`src/hdl/ntcm_pkg.sv`:
```
`timescale 1ns / 1ps

package ntcm_pkg;

    localparam int TIME_W     = 32;
    localparam int MV_W       = 12;
    localparam int TEMP_W     = 16;
    localparam int STATUS_W   = 2;
    localparam int CFG_IDX_W  = 3;
    localparam int CFG_DATA_W = 24;

    // sensor status codes
    localparam logic [STATUS_W-1:0] ST_OK    = 2'd0;
    localparam logic [STATUS_W-1:0] ST_OPEN  = 2'd1;
    localparam logic [STATUS_W-1:0] ST_SHORT = 2'd2;
    localparam logic [STATUS_W-1:0] ST_RANGE = 2'd3;

    // register indexes
    localparam logic [CFG_IDX_W-1:0] REG_OPEN_THR  = 3'd0;
    localparam logic [CFG_IDX_W-1:0] REG_SHORT_THR = 3'd1;
    localparam logic [CFG_IDX_W-1:0] REG_MIN_TEMP  = 3'd2;
    localparam logic [CFG_IDX_W-1:0] REG_MAX_TEMP  = 3'd3;
    localparam logic [CFG_IDX_W-1:0] REG_INTERVAL  = 3'd4;
    localparam logic [CFG_IDX_W-1:0] REG_ALPHA     = 3'd5;
    localparam logic [CFG_IDX_W-1:0] REG_BETA      = 3'd6;
    localparam logic [CFG_IDX_W-1:0] REG_RATIO     = 3'd7;

    // ln(2) in Q28 and 0 C in centikelvin
    localparam logic [27:0] LN2_Q28   = 28'd186065279;
    localparam logic [15:0] ZERO_C_CK = 16'd27315;

    // which operand the log unit works on
    typedef enum logic [1:0] {
        LOG_RATIO,
        LOG_REST,
        LOG_MV
    } log_sel_t;

    typedef enum logic [4:0] {
        S_IDLE,
        S_LOG_INIT,
        S_LOG_NORM,
        S_LOG_MUL,
        S_LOG_SQ,
        S_LOG_ACC,
        S_LN_A,
        S_LN_B,
        S_LN_C,
        S_LN_D,
        S_DEN_A,
        S_DEN_B,
        S_DEN_C,
        S_DEN_D,
        S_NUM_A,
        S_NUM_B,
        S_DIV,
        S_WIN,
        S_EMA_A,
        S_EMA_B,
        S_DONE
    } state_t;

endpackage

```
`src/hdl/ntcm_ifs.sv`:
```
`timescale 1ns / 1ps

interface ntcm_in_if;
    logic                         valid;
    logic                         ready;
    logic [ntcm_pkg::TIME_W-1:0]  now_ms;
    logic [ntcm_pkg::MV_W-1:0]    sample_mv;
    modport source (output valid, now_ms, sample_mv, input ready);
    modport sink (input valid, now_ms, sample_mv, output ready);
endinterface

interface ntcm_out_if;
    logic                           valid;
    logic                           ready;
    logic [ntcm_pkg::STATUS_W-1:0]  sensor_status;
    logic signed [ntcm_pkg::TEMP_W-1:0] temp_centi_c;
    logic                           sample_taken;
    logic [ntcm_pkg::TIME_W-1:0]    last_sample_ms;
    modport source (output valid, sensor_status, temp_centi_c, sample_taken, last_sample_ms,
                    input ready);
    modport sink (input valid, sensor_status, temp_centi_c, sample_taken, last_sample_ms,
                  output ready);
endinterface

interface ntcm_cfg_if;
    logic                              valid;
    logic                              ready;
    logic [ntcm_pkg::CFG_IDX_W-1:0]    reg_index;
    logic [ntcm_pkg::CFG_DATA_W-1:0]   data;
    modport source (output valid, reg_index, data, input ready);
    modport sink (input valid, reg_index, data, output ready);
endinterface

```
`src/hdl/ntc_thermistor_temperature_monitor.sv`:
```
`timescale 1ns / 1ps
// channel   dir   payload                                              handshake
// in_ch     in    now_ms[31:0], sample_mv[11:0]                        valid/ready
// out_ch    out   sensor_status[1:0], temp_centi_c[15:0] (signed),     valid/ready
//                 sample_taken, last_sample_ms[31:0]
// cfg       in    reg_index[2:0], data[23:0]                           valid/ready, always ready
//
// a skipped, open or shorted sample, or one non-physical at input, goes straight to done
// a converted sample runs three base-2 logs (a normalising shift of up to 30
// bits, then 28 squarings, each a multiply and a square step) and a
// 56-step restoring divide, all sequenced over one shared 33x33 multiplier
// in_ch is ready only in idle; one transaction is worked on at a time
// a finished result waits in the output register while the next input is taken
// reset (rst_n, asynchronous) restores register defaults, status open, filter unseeded

module ntc_thermistor_temperature_monitor #(
    parameter int SUPPLY_MV       = 3300,
    parameter int NOMINAL_TEMP_CK = 29815
) (
    input  logic          clk,
    input  logic          rst_n,
    ntcm_in_if.sink       in_ch,
    ntcm_out_if.source    out_ch,
    ntcm_cfg_if.sink      cfg
);

    localparam logic [11:0] SUPPLY_W  = 12'(SUPPLY_MV);
    localparam logic [15:0] T0_W      = 16'(NOMINAL_TEMP_CK);
    localparam logic [21:0] C100T0    = 22'(100 * NOMINAL_TEMP_CK);
    localparam int          FRAC_BITS = 28;
    localparam int          DIV_BITS  = 56;
    localparam logic [5:0]  LOG_LAST  = 6'(FRAC_BITS - 1);
    localparam logic [5:0]  DIV_LAST  = 6'(DIV_BITS - 1);

    // configuration registers
    logic [11:0]        open_thr_reg;
    logic [11:0]        short_thr_reg;
    logic signed [15:0] min_temp_reg;
    logic signed [15:0] max_temp_reg;
    logic [15:0]        interval_reg;
    logic [15:0]        alpha_reg;
    logic [15:0]        beta_reg;
    logic [23:0]        ratio_reg;

    // filter state
    logic signed [31:0] ema_reg, ema_next;
    logic signed [15:0] temp_reg, temp_next;
    logic [1:0]         status_reg, status_next;
    logic               seeded_reg, seeded_next;
    logic [31:0]        last_reg, last_next;

    // sequencer
    ntcm_pkg::state_t   state_reg, state_next;
    ntcm_pkg::log_sel_t log_sel_reg, log_sel_next;
    logic [5:0]         cnt_reg, cnt_next;

    // transaction being worked on
    logic [31:0]        now_reg, now_next;
    logic [11:0]        mv_reg, mv_next;
    logic               taken_reg, taken_next;
    logic [1:0]         pend_reg, pend_next;

    // datapath
    logic [30:0]        m_reg, m_next;
    logic [4:0]         n_reg, n_next;
    logic [27:0]        frac_reg, frac_next;
    logic signed [35:0] l_reg, l_next;
    logic signed [35:0] ln_reg, ln_next;
    logic signed [65:0] acc_reg, acc_next;
    logic signed [65:0] prod_reg, prod_next;
    logic signed [47:0] den_reg, den_next;
    logic [55:0]        dvd_reg, dvd_next;
    logic [47:0]        rem_reg, rem_next;
    logic signed [32:0] diff_reg, diff_next;
    logic signed [31:0] ema_new_reg, ema_new_next;

    // output register
    logic               out_valid_reg, out_valid_next;
    logic [1:0]         out_status_reg, out_status_next;
    logic signed [15:0] out_temp_reg, out_temp_next;
    logic               out_taken_reg, out_taken_next;
    logic [31:0]        out_last_reg, out_last_next;

    // shared multiplier operands
    logic signed [32:0] mul_a, mul_b;

    logic               in_acc;
    logic               cfg_acc;
    logic [31:0]        elapsed;
    logic [11:0]        rest;
    logic signed [35:0] lval;
    logic [31:0]        sq;
    logic signed [65:0] rnd;
    logic [48:0]        rem_sh;
    logic signed [57:0] cval;
    logic signed [31:0] cq;
    logic signed [32:0] tsum;
    logic [22:0]        beta100;

    assign in_acc  = in_ch.valid && in_ch.ready;
    assign cfg_acc = cfg.valid && cfg.ready;
    assign in_ch.ready = (state_reg == ntcm_pkg::S_IDLE);
    assign cfg.ready   = 1'b1;

    assign out_ch.valid          = out_valid_reg;
    assign out_ch.sensor_status  = out_status_reg;
    assign out_ch.temp_centi_c   = out_temp_reg;
    assign out_ch.sample_taken   = out_taken_reg;
    assign out_ch.last_sample_ms = out_last_reg;

    assign elapsed = in_ch.now_ms - last_reg;
    assign rest    = SUPPLY_W - mv_reg;
    assign lval    = $signed({3'b000, n_reg, frac_reg});
    assign sq      = prod_reg[61:30];
    assign rem_sh  = {rem_reg, dvd_reg[55]};
    assign cval    = $signed({2'b00, dvd_reg}) - $signed({42'd0, ntcm_pkg::ZERO_C_CK});
    assign cq      = $signed({cval[15:0], 16'h0000});
    assign beta100 = 23'(beta_reg) * 23'd100;
    assign tsum    = $signed({ema_new_reg[31], ema_new_reg}) + 33'sd32768;

    // shared multiplier: operands picked by the sequencer, product registered
    always_comb
    begin
        mul_a = '0;
        mul_b = '0;
        case (state_reg)
            ntcm_pkg::S_LOG_MUL:
            begin
                mul_a = $signed({2'b00, m_reg});
                mul_b = $signed({2'b00, m_reg});
            end
            ntcm_pkg::S_LN_A:
            begin
                mul_a = $signed({17'd0, l_reg[15:0]});
                mul_b = $signed({5'd0, ntcm_pkg::LN2_Q28});
            end
            ntcm_pkg::S_LN_B:
            begin
                // upper part of l carries the sign
                mul_a = $signed({{13{l_reg[35]}}, l_reg[35:16]});
                mul_b = $signed({5'd0, ntcm_pkg::LN2_Q28});
            end
            ntcm_pkg::S_DEN_A:
            begin
                mul_a = $signed({17'd0, ln_reg[15:0]});
                mul_b = $signed({17'd0, T0_W});
            end
            ntcm_pkg::S_DEN_B:
            begin
                mul_a = $signed({{13{ln_reg[35]}}, ln_reg[35:16]});
                mul_b = $signed({17'd0, T0_W});
            end
            ntcm_pkg::S_NUM_A:
            begin
                mul_a = $signed({11'd0, C100T0});
                mul_b = $signed({17'd0, beta_reg});
            end
            ntcm_pkg::S_EMA_A:
            begin
                mul_a = $signed({17'd0, alpha_reg});
                mul_b = diff_reg;
            end
            default:
            begin
                mul_a = '0;
                mul_b = '0;
            end
        endcase
    end

    assign prod_next = mul_a * mul_b;

    // sequencer and datapath
    always_comb
    begin
        state_next      = state_reg;
        log_sel_next    = log_sel_reg;
        cnt_next        = cnt_reg;
        now_next        = now_reg;
        mv_next         = mv_reg;
        taken_next      = taken_reg;
        pend_next       = pend_reg;
        m_next          = m_reg;
        n_next          = n_reg;
        frac_next       = frac_reg;
        l_next          = l_reg;
        ln_next         = ln_reg;
        acc_next        = acc_reg;
        den_next        = den_reg;
        dvd_next        = dvd_reg;
        rem_next        = rem_reg;
        diff_next       = diff_reg;
        ema_new_next    = ema_new_reg;
        ema_next        = ema_reg;
        temp_next       = temp_reg;
        status_next     = status_reg;
        seeded_next     = seeded_reg;
        last_next       = last_reg;
        out_valid_next  = out_valid_reg && !out_ch.ready;
        out_status_next = out_status_reg;
        out_temp_next   = out_temp_reg;
        out_taken_next  = out_taken_reg;
        out_last_next   = out_last_reg;
        rnd             = '0;

        case (state_reg)
            ntcm_pkg::S_IDLE:
            begin
                if (in_acc)
                begin
                    now_next = in_ch.now_ms;
                    mv_next  = in_ch.sample_mv;
                    if (seeded_reg && (elapsed < {16'd0, interval_reg}))
                    begin
                        // too soon after the last sample
                        taken_next = 1'b0;
                        state_next = ntcm_pkg::S_DONE;
                    end
                    else
                    begin
                        taken_next = 1'b1;
                        state_next = ntcm_pkg::S_DONE;
                        if (in_ch.sample_mv <= open_thr_reg)
                            pend_next = ntcm_pkg::ST_OPEN;
                        else if (in_ch.sample_mv >= short_thr_reg)
                            pend_next = ntcm_pkg::ST_SHORT;
                        else if (in_ch.sample_mv >= SUPPLY_W || ratio_reg == '0
                                 || in_ch.sample_mv == '0)
                            pend_next = ntcm_pkg::ST_RANGE;  // non-physical resistance
                        else
                        begin
                            log_sel_next = ntcm_pkg::LOG_RATIO;
                            state_next   = ntcm_pkg::S_LOG_INIT;
                        end
                    end
                end
            end

            ntcm_pkg::S_LOG_INIT:
            begin
                case (log_sel_reg)
                    ntcm_pkg::LOG_RATIO: m_next = {7'd0, ratio_reg};
                    ntcm_pkg::LOG_REST:  m_next = {19'd0, rest};
                    default:             m_next = {19'd0, mv_reg};
                endcase
                n_next     = 5'd30;
                frac_next  = '0;
                state_next = ntcm_pkg::S_LOG_NORM;
            end

            // one bit of normalising shift per cycle
            ntcm_pkg::S_LOG_NORM:
            begin
                if (!m_reg[30])
                begin
                    m_next = {m_reg[29:0], 1'b0};
                    n_next = n_reg - 5'd1;
                end
                else
                begin
                    cnt_next   = '0;
                    state_next = ntcm_pkg::S_LOG_MUL;
                end
            end

            ntcm_pkg::S_LOG_MUL:
            begin
                state_next = ntcm_pkg::S_LOG_SQ;
            end

            // squared mantissa at or above two gives a one bit
            ntcm_pkg::S_LOG_SQ:
            begin
                m_next    = sq[31] ? sq[31:1] : sq[30:0];
                frac_next = {frac_reg[26:0], sq[31]};
                cnt_next  = cnt_reg + 6'd1;
                if (cnt_reg == LOG_LAST)
                    state_next = ntcm_pkg::S_LOG_ACC;
                else
                    state_next = ntcm_pkg::S_LOG_MUL;
            end

            ntcm_pkg::S_LOG_ACC:
            begin
                case (log_sel_reg)
                    ntcm_pkg::LOG_RATIO:
                    begin
                        l_next       = lval - (36'sd16 <<< FRAC_BITS);
                        log_sel_next = ntcm_pkg::LOG_REST;
                        state_next   = ntcm_pkg::S_LOG_INIT;
                    end
                    ntcm_pkg::LOG_REST:
                    begin
                        l_next       = l_reg + lval;
                        log_sel_next = ntcm_pkg::LOG_MV;
                        state_next   = ntcm_pkg::S_LOG_INIT;
                    end
                    default:
                    begin
                        l_next     = l_reg - lval;
                        state_next = ntcm_pkg::S_LN_A;
                    end
                endcase
            end

            // ln = round(l * ln2), in two partial products
            ntcm_pkg::S_LN_A:
            begin
                state_next = ntcm_pkg::S_LN_B;
            end

            ntcm_pkg::S_LN_B:
            begin
                acc_next   = prod_reg;
                state_next = ntcm_pkg::S_LN_C;
            end

            ntcm_pkg::S_LN_C:
            begin
                acc_next   = acc_reg + (prod_reg <<< 16);
                state_next = ntcm_pkg::S_LN_D;
            end

            ntcm_pkg::S_LN_D:
            begin
                rnd        = acc_reg + 66'sd134217728;
                ln_next    = rnd[63:28];
                state_next = ntcm_pkg::S_DEN_A;
            end

            // den = round((100 B 2^28 + T0 ln) / 2^12)
            ntcm_pkg::S_DEN_A:
            begin
                state_next = ntcm_pkg::S_DEN_B;
            end

            ntcm_pkg::S_DEN_B:
            begin
                acc_next   = ($signed({43'd0, beta100}) <<< FRAC_BITS) + prod_reg;
                state_next = ntcm_pkg::S_DEN_C;
            end

            ntcm_pkg::S_DEN_C:
            begin
                acc_next   = acc_reg + (prod_reg <<< 16);
                state_next = ntcm_pkg::S_DEN_D;
            end

            ntcm_pkg::S_DEN_D:
            begin
                rnd        = acc_reg + 66'sd2048;
                den_next   = rnd[59:12];
                state_next = ntcm_pkg::S_NUM_A;
            end

            ntcm_pkg::S_NUM_A:
            begin
                if (den_reg <= 48'sd0)
                begin
                    pend_next  = ntcm_pkg::ST_RANGE;
                    state_next = ntcm_pkg::S_DONE;
                end
                else
                    state_next = ntcm_pkg::S_NUM_B;
            end

            // dividend = 100 T0 B 2^16 + den / 2
            ntcm_pkg::S_NUM_B:
            begin
                dvd_next   = {prod_reg[39:0], 16'h0000} + {9'd0, den_reg[47:1]};
                rem_next   = '0;
                cnt_next   = '0;
                state_next = ntcm_pkg::S_DIV;
            end

            // restoring divide, one quotient bit per cycle
            ntcm_pkg::S_DIV:
            begin
                if (rem_sh >= {1'b0, den_reg})
                begin
                    rem_next = 48'(rem_sh - {1'b0, den_reg});
                    dvd_next = {dvd_reg[54:0], 1'b1};
                end
                else
                begin
                    rem_next = rem_sh[47:0];
                    dvd_next = {dvd_reg[54:0], 1'b0};
                end
                cnt_next = cnt_reg + 6'd1;
                if (cnt_reg == DIV_LAST)
                    state_next = ntcm_pkg::S_WIN;
            end

            ntcm_pkg::S_WIN:
            begin
                if (cval < 58'(min_temp_reg) || cval > 58'(max_temp_reg))
                begin
                    pend_next  = ntcm_pkg::ST_RANGE;
                    state_next = ntcm_pkg::S_DONE;
                end
                else if (!seeded_reg)
                begin
                    ema_new_next = cq;
                    pend_next    = ntcm_pkg::ST_OK;
                    state_next   = ntcm_pkg::S_DONE;
                end
                else
                begin
                    diff_next  = $signed({cq[31], cq}) - $signed({ema_reg[31], ema_reg});
                    state_next = ntcm_pkg::S_EMA_A;
                end
            end

            ntcm_pkg::S_EMA_A:
            begin
                state_next = ntcm_pkg::S_EMA_B;
            end

            ntcm_pkg::S_EMA_B:
            begin
                rnd          = prod_reg + 66'sd32768;
                ema_new_next = ema_reg + $signed(rnd[47:16]);
                pend_next    = ntcm_pkg::ST_OK;
                state_next   = ntcm_pkg::S_DONE;
            end

            // commit the filter state of a taken sample and hand the result to the output register
            ntcm_pkg::S_DONE:
            begin
                if (!out_valid_reg || out_ch.ready)
                begin
                    if (taken_reg)
                    begin
                        last_next   = now_reg;
                        status_next = pend_reg;
                        if (pend_reg == ntcm_pkg::ST_OK)
                        begin
                            ema_next    = ema_new_reg;
                            seeded_next = 1'b1;
                            temp_next   = tsum[31:16];
                        end
                    end
                    out_valid_next  = 1'b1;
                    out_status_next = status_next;
                    out_temp_next   = temp_next;
                    out_taken_next  = taken_reg;
                    out_last_next   = last_next;
                    state_next      = ntcm_pkg::S_IDLE;
                end
            end

            default:
            begin
                state_next = ntcm_pkg::S_IDLE;
            end
        endcase
    end

    // control state
    always_ff @(posedge clk or negedge rst_n)
    begin
        if (!rst_n)
        begin
            state_reg     <= ntcm_pkg::S_IDLE;
            out_valid_reg <= 1'b0;
            ema_reg       <= '0;
            temp_reg      <= '0;
            status_reg    <= ntcm_pkg::ST_OPEN;
            seeded_reg    <= 1'b0;
            last_reg      <= '0;
        end
        else
        begin
            state_reg     <= state_next;
            out_valid_reg <= out_valid_next;
            ema_reg       <= ema_next;
            temp_reg      <= temp_next;
            status_reg    <= status_next;
            seeded_reg    <= seeded_next;
            last_reg      <= last_next;
        end
    end

    // configuration registers
    always_ff @(posedge clk or negedge rst_n)
    begin
        if (!rst_n)
        begin
            open_thr_reg  <= 12'd50;
            short_thr_reg <= 12'd3250;
            min_temp_reg  <= -16'sd4000;
            max_temp_reg  <= 16'sd12500;
            interval_reg  <= 16'd1000;
            alpha_reg     <= 16'd6554;
            beta_reg      <= 16'd3950;
            ratio_reg     <= 24'd65536;
        end
        else if (cfg_acc)
        begin
            case (cfg.reg_index)
                ntcm_pkg::REG_OPEN_THR:  open_thr_reg  <= cfg.data[11:0];
                ntcm_pkg::REG_SHORT_THR: short_thr_reg <= cfg.data[11:0];
                ntcm_pkg::REG_MIN_TEMP:  min_temp_reg  <= $signed(cfg.data[15:0]);
                ntcm_pkg::REG_MAX_TEMP:  max_temp_reg  <= $signed(cfg.data[15:0]);
                ntcm_pkg::REG_INTERVAL:  interval_reg  <= cfg.data[15:0];
                ntcm_pkg::REG_ALPHA:     alpha_reg     <= cfg.data[15:0];
                ntcm_pkg::REG_BETA:      beta_reg      <= cfg.data[15:0];
                ntcm_pkg::REG_RATIO:     ratio_reg     <= cfg.data;
                default:                 ratio_reg     <= ratio_reg;
            endcase
        end
    end

    // payload and datapath registers, no reset needed
    always_ff @(posedge clk)
    begin
        log_sel_reg    <= log_sel_next;
        cnt_reg        <= cnt_next;
        now_reg        <= now_next;
        mv_reg         <= mv_next;
        taken_reg      <= taken_next;
        pend_reg       <= pend_next;
        m_reg          <= m_next;
        n_reg          <= n_next;
        frac_reg       <= frac_next;
        l_reg          <= l_next;
        ln_reg         <= ln_next;
        acc_reg        <= acc_next;
        prod_reg       <= prod_next;
        den_reg        <= den_next;
        dvd_reg        <= dvd_next;
        rem_reg        <= rem_next;
        diff_reg       <= diff_next;
        ema_new_reg    <= ema_new_next;
        out_status_reg <= out_status_next;
        out_temp_reg   <= out_temp_next;
        out_taken_reg  <= out_taken_next;
        out_last_reg   <= out_last_next;
    end

endmodule

```
`src/flat_wrapper.sv`:
```
// flat-port wrapper written by rule: the top's interface ports become plain ports
module ntc_thermistor_temperature_monitor_flat 
#(
    parameter int SUPPLY_MV       = 3300,
    parameter int NOMINAL_TEMP_CK = 29815
)
  (clk, rst_n, in_ch_valid, in_ch_now_ms, in_ch_sample_mv, in_ch_ready, out_ch_valid, out_ch_sensor_status, out_ch_temp_centi_c, out_ch_sample_taken, out_ch_last_sample_ms, out_ch_ready, cfg_valid, cfg_reg_index, cfg_data, cfg_ready);
  ntcm_in_if in_ch_i ();
  ntcm_out_if out_ch_i ();
  ntcm_cfg_if cfg_i ();
  input  logic clk;
  input  logic rst_n;
  input wire logic [$bits(in_ch_i.valid)-1:0] in_ch_valid;
  input wire logic [$bits(in_ch_i.now_ms)-1:0] in_ch_now_ms;
  input wire logic [$bits(in_ch_i.sample_mv)-1:0] in_ch_sample_mv;
  output wire logic [$bits(in_ch_i.ready)-1:0] in_ch_ready;
  output wire logic [$bits(out_ch_i.valid)-1:0] out_ch_valid;
  output wire logic [$bits(out_ch_i.sensor_status)-1:0] out_ch_sensor_status;
  output wire logic [$bits(out_ch_i.temp_centi_c)-1:0] out_ch_temp_centi_c;
  output wire logic [$bits(out_ch_i.sample_taken)-1:0] out_ch_sample_taken;
  output wire logic [$bits(out_ch_i.last_sample_ms)-1:0] out_ch_last_sample_ms;
  input wire logic [$bits(out_ch_i.ready)-1:0] out_ch_ready;
  input wire logic [$bits(cfg_i.valid)-1:0] cfg_valid;
  input wire logic [$bits(cfg_i.reg_index)-1:0] cfg_reg_index;
  input wire logic [$bits(cfg_i.data)-1:0] cfg_data;
  output wire logic [$bits(cfg_i.ready)-1:0] cfg_ready;
  assign in_ch_i.valid = in_ch_valid;
  assign in_ch_i.now_ms = in_ch_now_ms;
  assign in_ch_i.sample_mv = in_ch_sample_mv;
  assign in_ch_ready = in_ch_i.ready;
  assign out_ch_valid = out_ch_i.valid;
  assign out_ch_sensor_status = out_ch_i.sensor_status;
  assign out_ch_temp_centi_c = out_ch_i.temp_centi_c;
  assign out_ch_sample_taken = out_ch_i.sample_taken;
  assign out_ch_last_sample_ms = out_ch_i.last_sample_ms;
  assign out_ch_i.ready = out_ch_ready;
  assign cfg_i.valid = cfg_valid;
  assign cfg_i.reg_index = cfg_reg_index;
  assign cfg_i.data = cfg_data;
  assign cfg_ready = cfg_i.ready;
  ntc_thermistor_temperature_monitor #(.SUPPLY_MV(SUPPLY_MV), .NOMINAL_TEMP_CK(NOMINAL_TEMP_CK)) u_core (.clk(clk), .rst_n(rst_n), .in_ch(in_ch_i), .out_ch(out_ch_i), .cfg(cfg_i));
endmodule
```
`config.mk`:
```
export PLATFORM = sky130hd
export DESIGN_NAME = ntc_thermistor_temperature_monitor_flat
export DESIGN_NICKNAME = d
export VERILOG_FILES = /design/src/hdl/ntcm_pkg.sv /design/src/hdl/ntcm_ifs.sv /design/src/hdl/ntc_thermistor_temperature_monitor.sv /design/src/flat_wrapper.sv
export SDC_FILE = /design/constraint.sdc
export NUM_CORES = 2
export LEC_CHECK = 0
export BUFFER_PORTS_ARGS = -buffer_cell sky130_fd_sc_hd__buf_4
export CORE_ASPECT_RATIO = 0.5
export CORE_MARGIN = 10
export CORE_UTILIZATION = 41
export DETAILED_ROUTE_END_ITERATION = 10
export GPL_ROUTABILITY_DRIVEN = 0
export SETUP_SLACK_MARGIN = 0.5
export SYNTH_ARGS = -nofsm -noshare
export SYNTH_HDL_FRONTEND = slang
export SYNTH_SLANG_ARGS = --single-unit
export TNS_END_PERCENT = 100
```
`constraint.sdc`:
```
create_clock -name clk -period 27.2 [get_ports clk]
set_input_delay 8.16 -clock clk [delete_from_list [all_inputs] [get_ports clk]]
set_output_delay 8.16 -clock clk [all_outputs]
set_load 0.02 [all_outputs]
```
==> results.json <==
{
  "yosysSeqAreaShare_pct": 24.6,
  "synth_common_cells": "inv_1, fa_1, nand2_1",
  "ys_seq_elements": 793,
  "rsz0062_at_grt": "false",
  "fin_setup_tns_ps": 0,
  "crit_start": "in_ch_now_ms[0]",
  "synthMuxAreaShare_pct": 2.19,
  "drcViolationCount": 0,
  "setup_viol": 0,
  "die-area_um2": 239000,
  "synthXorXnorAreaFrac_pct": 5.18,
  "place_inst": 12525,
  "area_growth_pct": 8.99,
  "first_iter_violations": 6763,
  "netlist.area_leader.share_pct": 25.0,
  "r2r_end": "u_core.prod_reg[62]$_DFF_P_",
  "powerDensity_nw_per_um2": 133,
  "drt_wl_total_um": 297000,
  "required_ps": 27650,
  "maxCapViolations": 0,
  "synth-main-ff-cell": "edfxtp_1",
  "numCtsBuffers": 90,
  "grt_max_degree": 104,
  "fin_area_um2": 97900,
  "critPathLaunchType": "input pin",
  "clk_pin_slew_ps": 60,
  "synthDistinctLibCells": 103,
  "arrival_ps": 12900,
  "p_total_mw": 13.0,
  "cts_hold_buffers": 0,
  "numPortBuffers": 128,
  "r2r_start": "u_core.state_reg[1]$_DFFE_PN0P_",
  "cts-root-buf": "clkbuf_16",
  "hpwl_um": 233000,
  "max_freq_mhz": 80.3,
  "worst_setup_path_end_kind": "flop",
  "synth-compound-area-share_pct": 11.6,
  "reg2reg_depth": 34,
  "grt_pass1_vias": 70849,
  "fillers": 20990,
  "synthSimpleGateAreaFrac_pct": 14.0,
  "synth_area_um2": 89800,
  "skew_ps": 29.2,
  "maxSlewHeadroom_pct": 13.9,
  "grt_pass1_wl_um": 450000,
  "min_period_over_period_pct": 45.8,
  "dpl_cell_area_um2": 94900,
  "post-place-ws_ps": 14120,
  "fin_cells": 12697,
  "worstSkewPairLatency_ps": 730,
  "async_reset_ff_share_pct": 27.4,
  "cts_sinks": 793,
  "start_util_pct": 41.3,
  "via_per_inst": 5.61,
  "drive_gt1_share_pct": 7.48,
  "finalCoreUtilization_pct": 45.0,
  "path_class": "in -> reg",
  "ir_worst_vdd_mv": 0.453,
  "cp-endpoint": "u_core.pend_reg[1]$_DFFE_PP_",
  "setup_ws_ps": 14750,
  "ys_warn_count": 0,
  "clk_path_buf_depth": 3,
  "cts_max_level": 3,
  "grt-ovfl-total": 0,
  "hold_class": "reg -> reg",
  "synth_top_cell_by_area": "fa_1",
  "synth_edf_count": 512,
  "status": "finished clean",
  "synth_area_per_cell_um2": 9.30,
  "tightest_slew_ps": 1280,
  "postCtsSetupRepairBufs": 0,
  "ctsResizeCount": 0,
  "multi_input_area_um2": 61200,
  "finalHoldViolations": 0,
  "nets": 11613,
  "vias": 71217,
  "die_x_um": 682,
  "synthCells": 9658,
  "whs_ps": 475,
  "drt-wirelength-per-cell_um": 23.4,
  "r2r_slack_ps": 15620,
  "cts_tree": "yes",
  "fp.dieH_um": 351,
  "dr.pass1.iters": 6,
  "synth_area_leaders": "fa_1, edfxtp_1, ha_1",
  "coreArea_um2": 218000,
  "grt_usage_pct": 24.7,
  "worst-path-max-fanout": 3,
  "synth.most_common_cell": "inv_1",
  "finalCriticalPeriod_ps": 12450,
  "largest_reg_flops": 64,
  "leakage_nw": 45.2,
  "synth_top_family_by_area": "adder cells",
  "synthAdderAreaFrac_pct": 34.6,
  "regArea_um2": 22100,
  "std_cell_rows": 121,
  "antenna_found_initial": 8,
  "antenna_left": 0,
  "report.final.slew_viol_count": 0,
  "pin_count": 130
}
## cell usage in the layout, fill, tap and decap left out, types with 110 or more instances in the layout
cell,Yosys,routed
a21o_1,159,159
a21oi_1,490,487
buf_4,3,308
dfrtp_1,172,172
edfxtp_1,512,512
fa_1,1123,1123
ha_1,687,687
inv_1,1471,1469
mux2_2,129,129
nand2_1,1097,1095
nand3_1,134,133
nor2_1,953,940
nor3_1,118,110
o21ai_0,413,412
xnor2_1,317,317
xor2_1,214,214
## layout make-up
cell class	count	share of cell area (%)
clock buffer	125	2.63
multi-input combinational	7061	62.6
timing repair buffer	309	2.38
sequential	793	22.6
inverter	1472	5.64
clock inverter	45	0.474
tap	2890	3.69
antenna	2	0.00511
## worst min-delay path by stage
stage	start	endpoint	slack, ps	cells past startpoint
2_1_floorplan	u_core.taken_reg$_DFFE_PP_	u_core.out_ch.sample_taken$_DFFE_PP_	440	0
3_3_place_gp	u_core.ema_new_reg[10]$_SDFFCE_PN0P_	u_core.ema_reg[10]$_DFFE_PN0P_	460	1
3_5_place_dp	u_core.ema_new_reg[2]$_SDFFCE_PN0P_	u_core.ema_reg[2]$_DFFE_PN0P_	460	1
4_1_cts	u_core.ema_new_reg[9]$_SDFFCE_PN0P_	u_core.ema_reg[9]$_DFFE_PN0P_	480	1
5_1_grt	u_core.ema_new_reg[10]$_SDFFCE_PN0P_	u_core.ema_reg[10]$_DFFE_PN0P_	490	1
6_report	u_core.ema_new_reg[7]$_SDFFCE_PN0P_	u_core.ema_reg[7]$_DFFE_PN0P_	480	1
## worst max-delay path: stages
cell       delay (ps)
buf_4             110
inv_1              80
ha_1              180
inv_1              70
fa_1              450
a211oi_1          370
o21bai_1          120
a21oi_1           240
nor2b_1            80
nor2_1            110
o21ai_0           130
o21a_1            190
nor2_1            140
xnor2_1           150
ha_1              260
and4_1            210
o2111ai_1         120
nand4_1           110
nor3_1            150
o2111ai_1         140
nor4b_1           340
nand4_1           370
or2_2             430
nand2_1            70
a31oi_1           120
## routing by layer
metal	part of all wire, %	up-vias	GRT usage [%]
li1	-	31989	-
met1	42	35491	34.0
met2	43	3181	37.7
met3	10	552	6.03
met4	4.5	4	9.29
met5	0.0091	-	0
## power breakdown
part	internal, mW	switching (mW)	leakage [nW]
Sequential	1.77	0.302	7.79
Clock	0.733	0.551	1.49
Combinational	3.74	5.95	36.0
## logic make-up after synthesis
logic type	count (synthesis)
mux	180
buf+inv	1842
compound gates	1642
other cells	2
flops	793
simple gates	2858
fa+ha+maj	1810
xor+xnor	531
No activity file was read; power rests on OpenSTA's default activity.
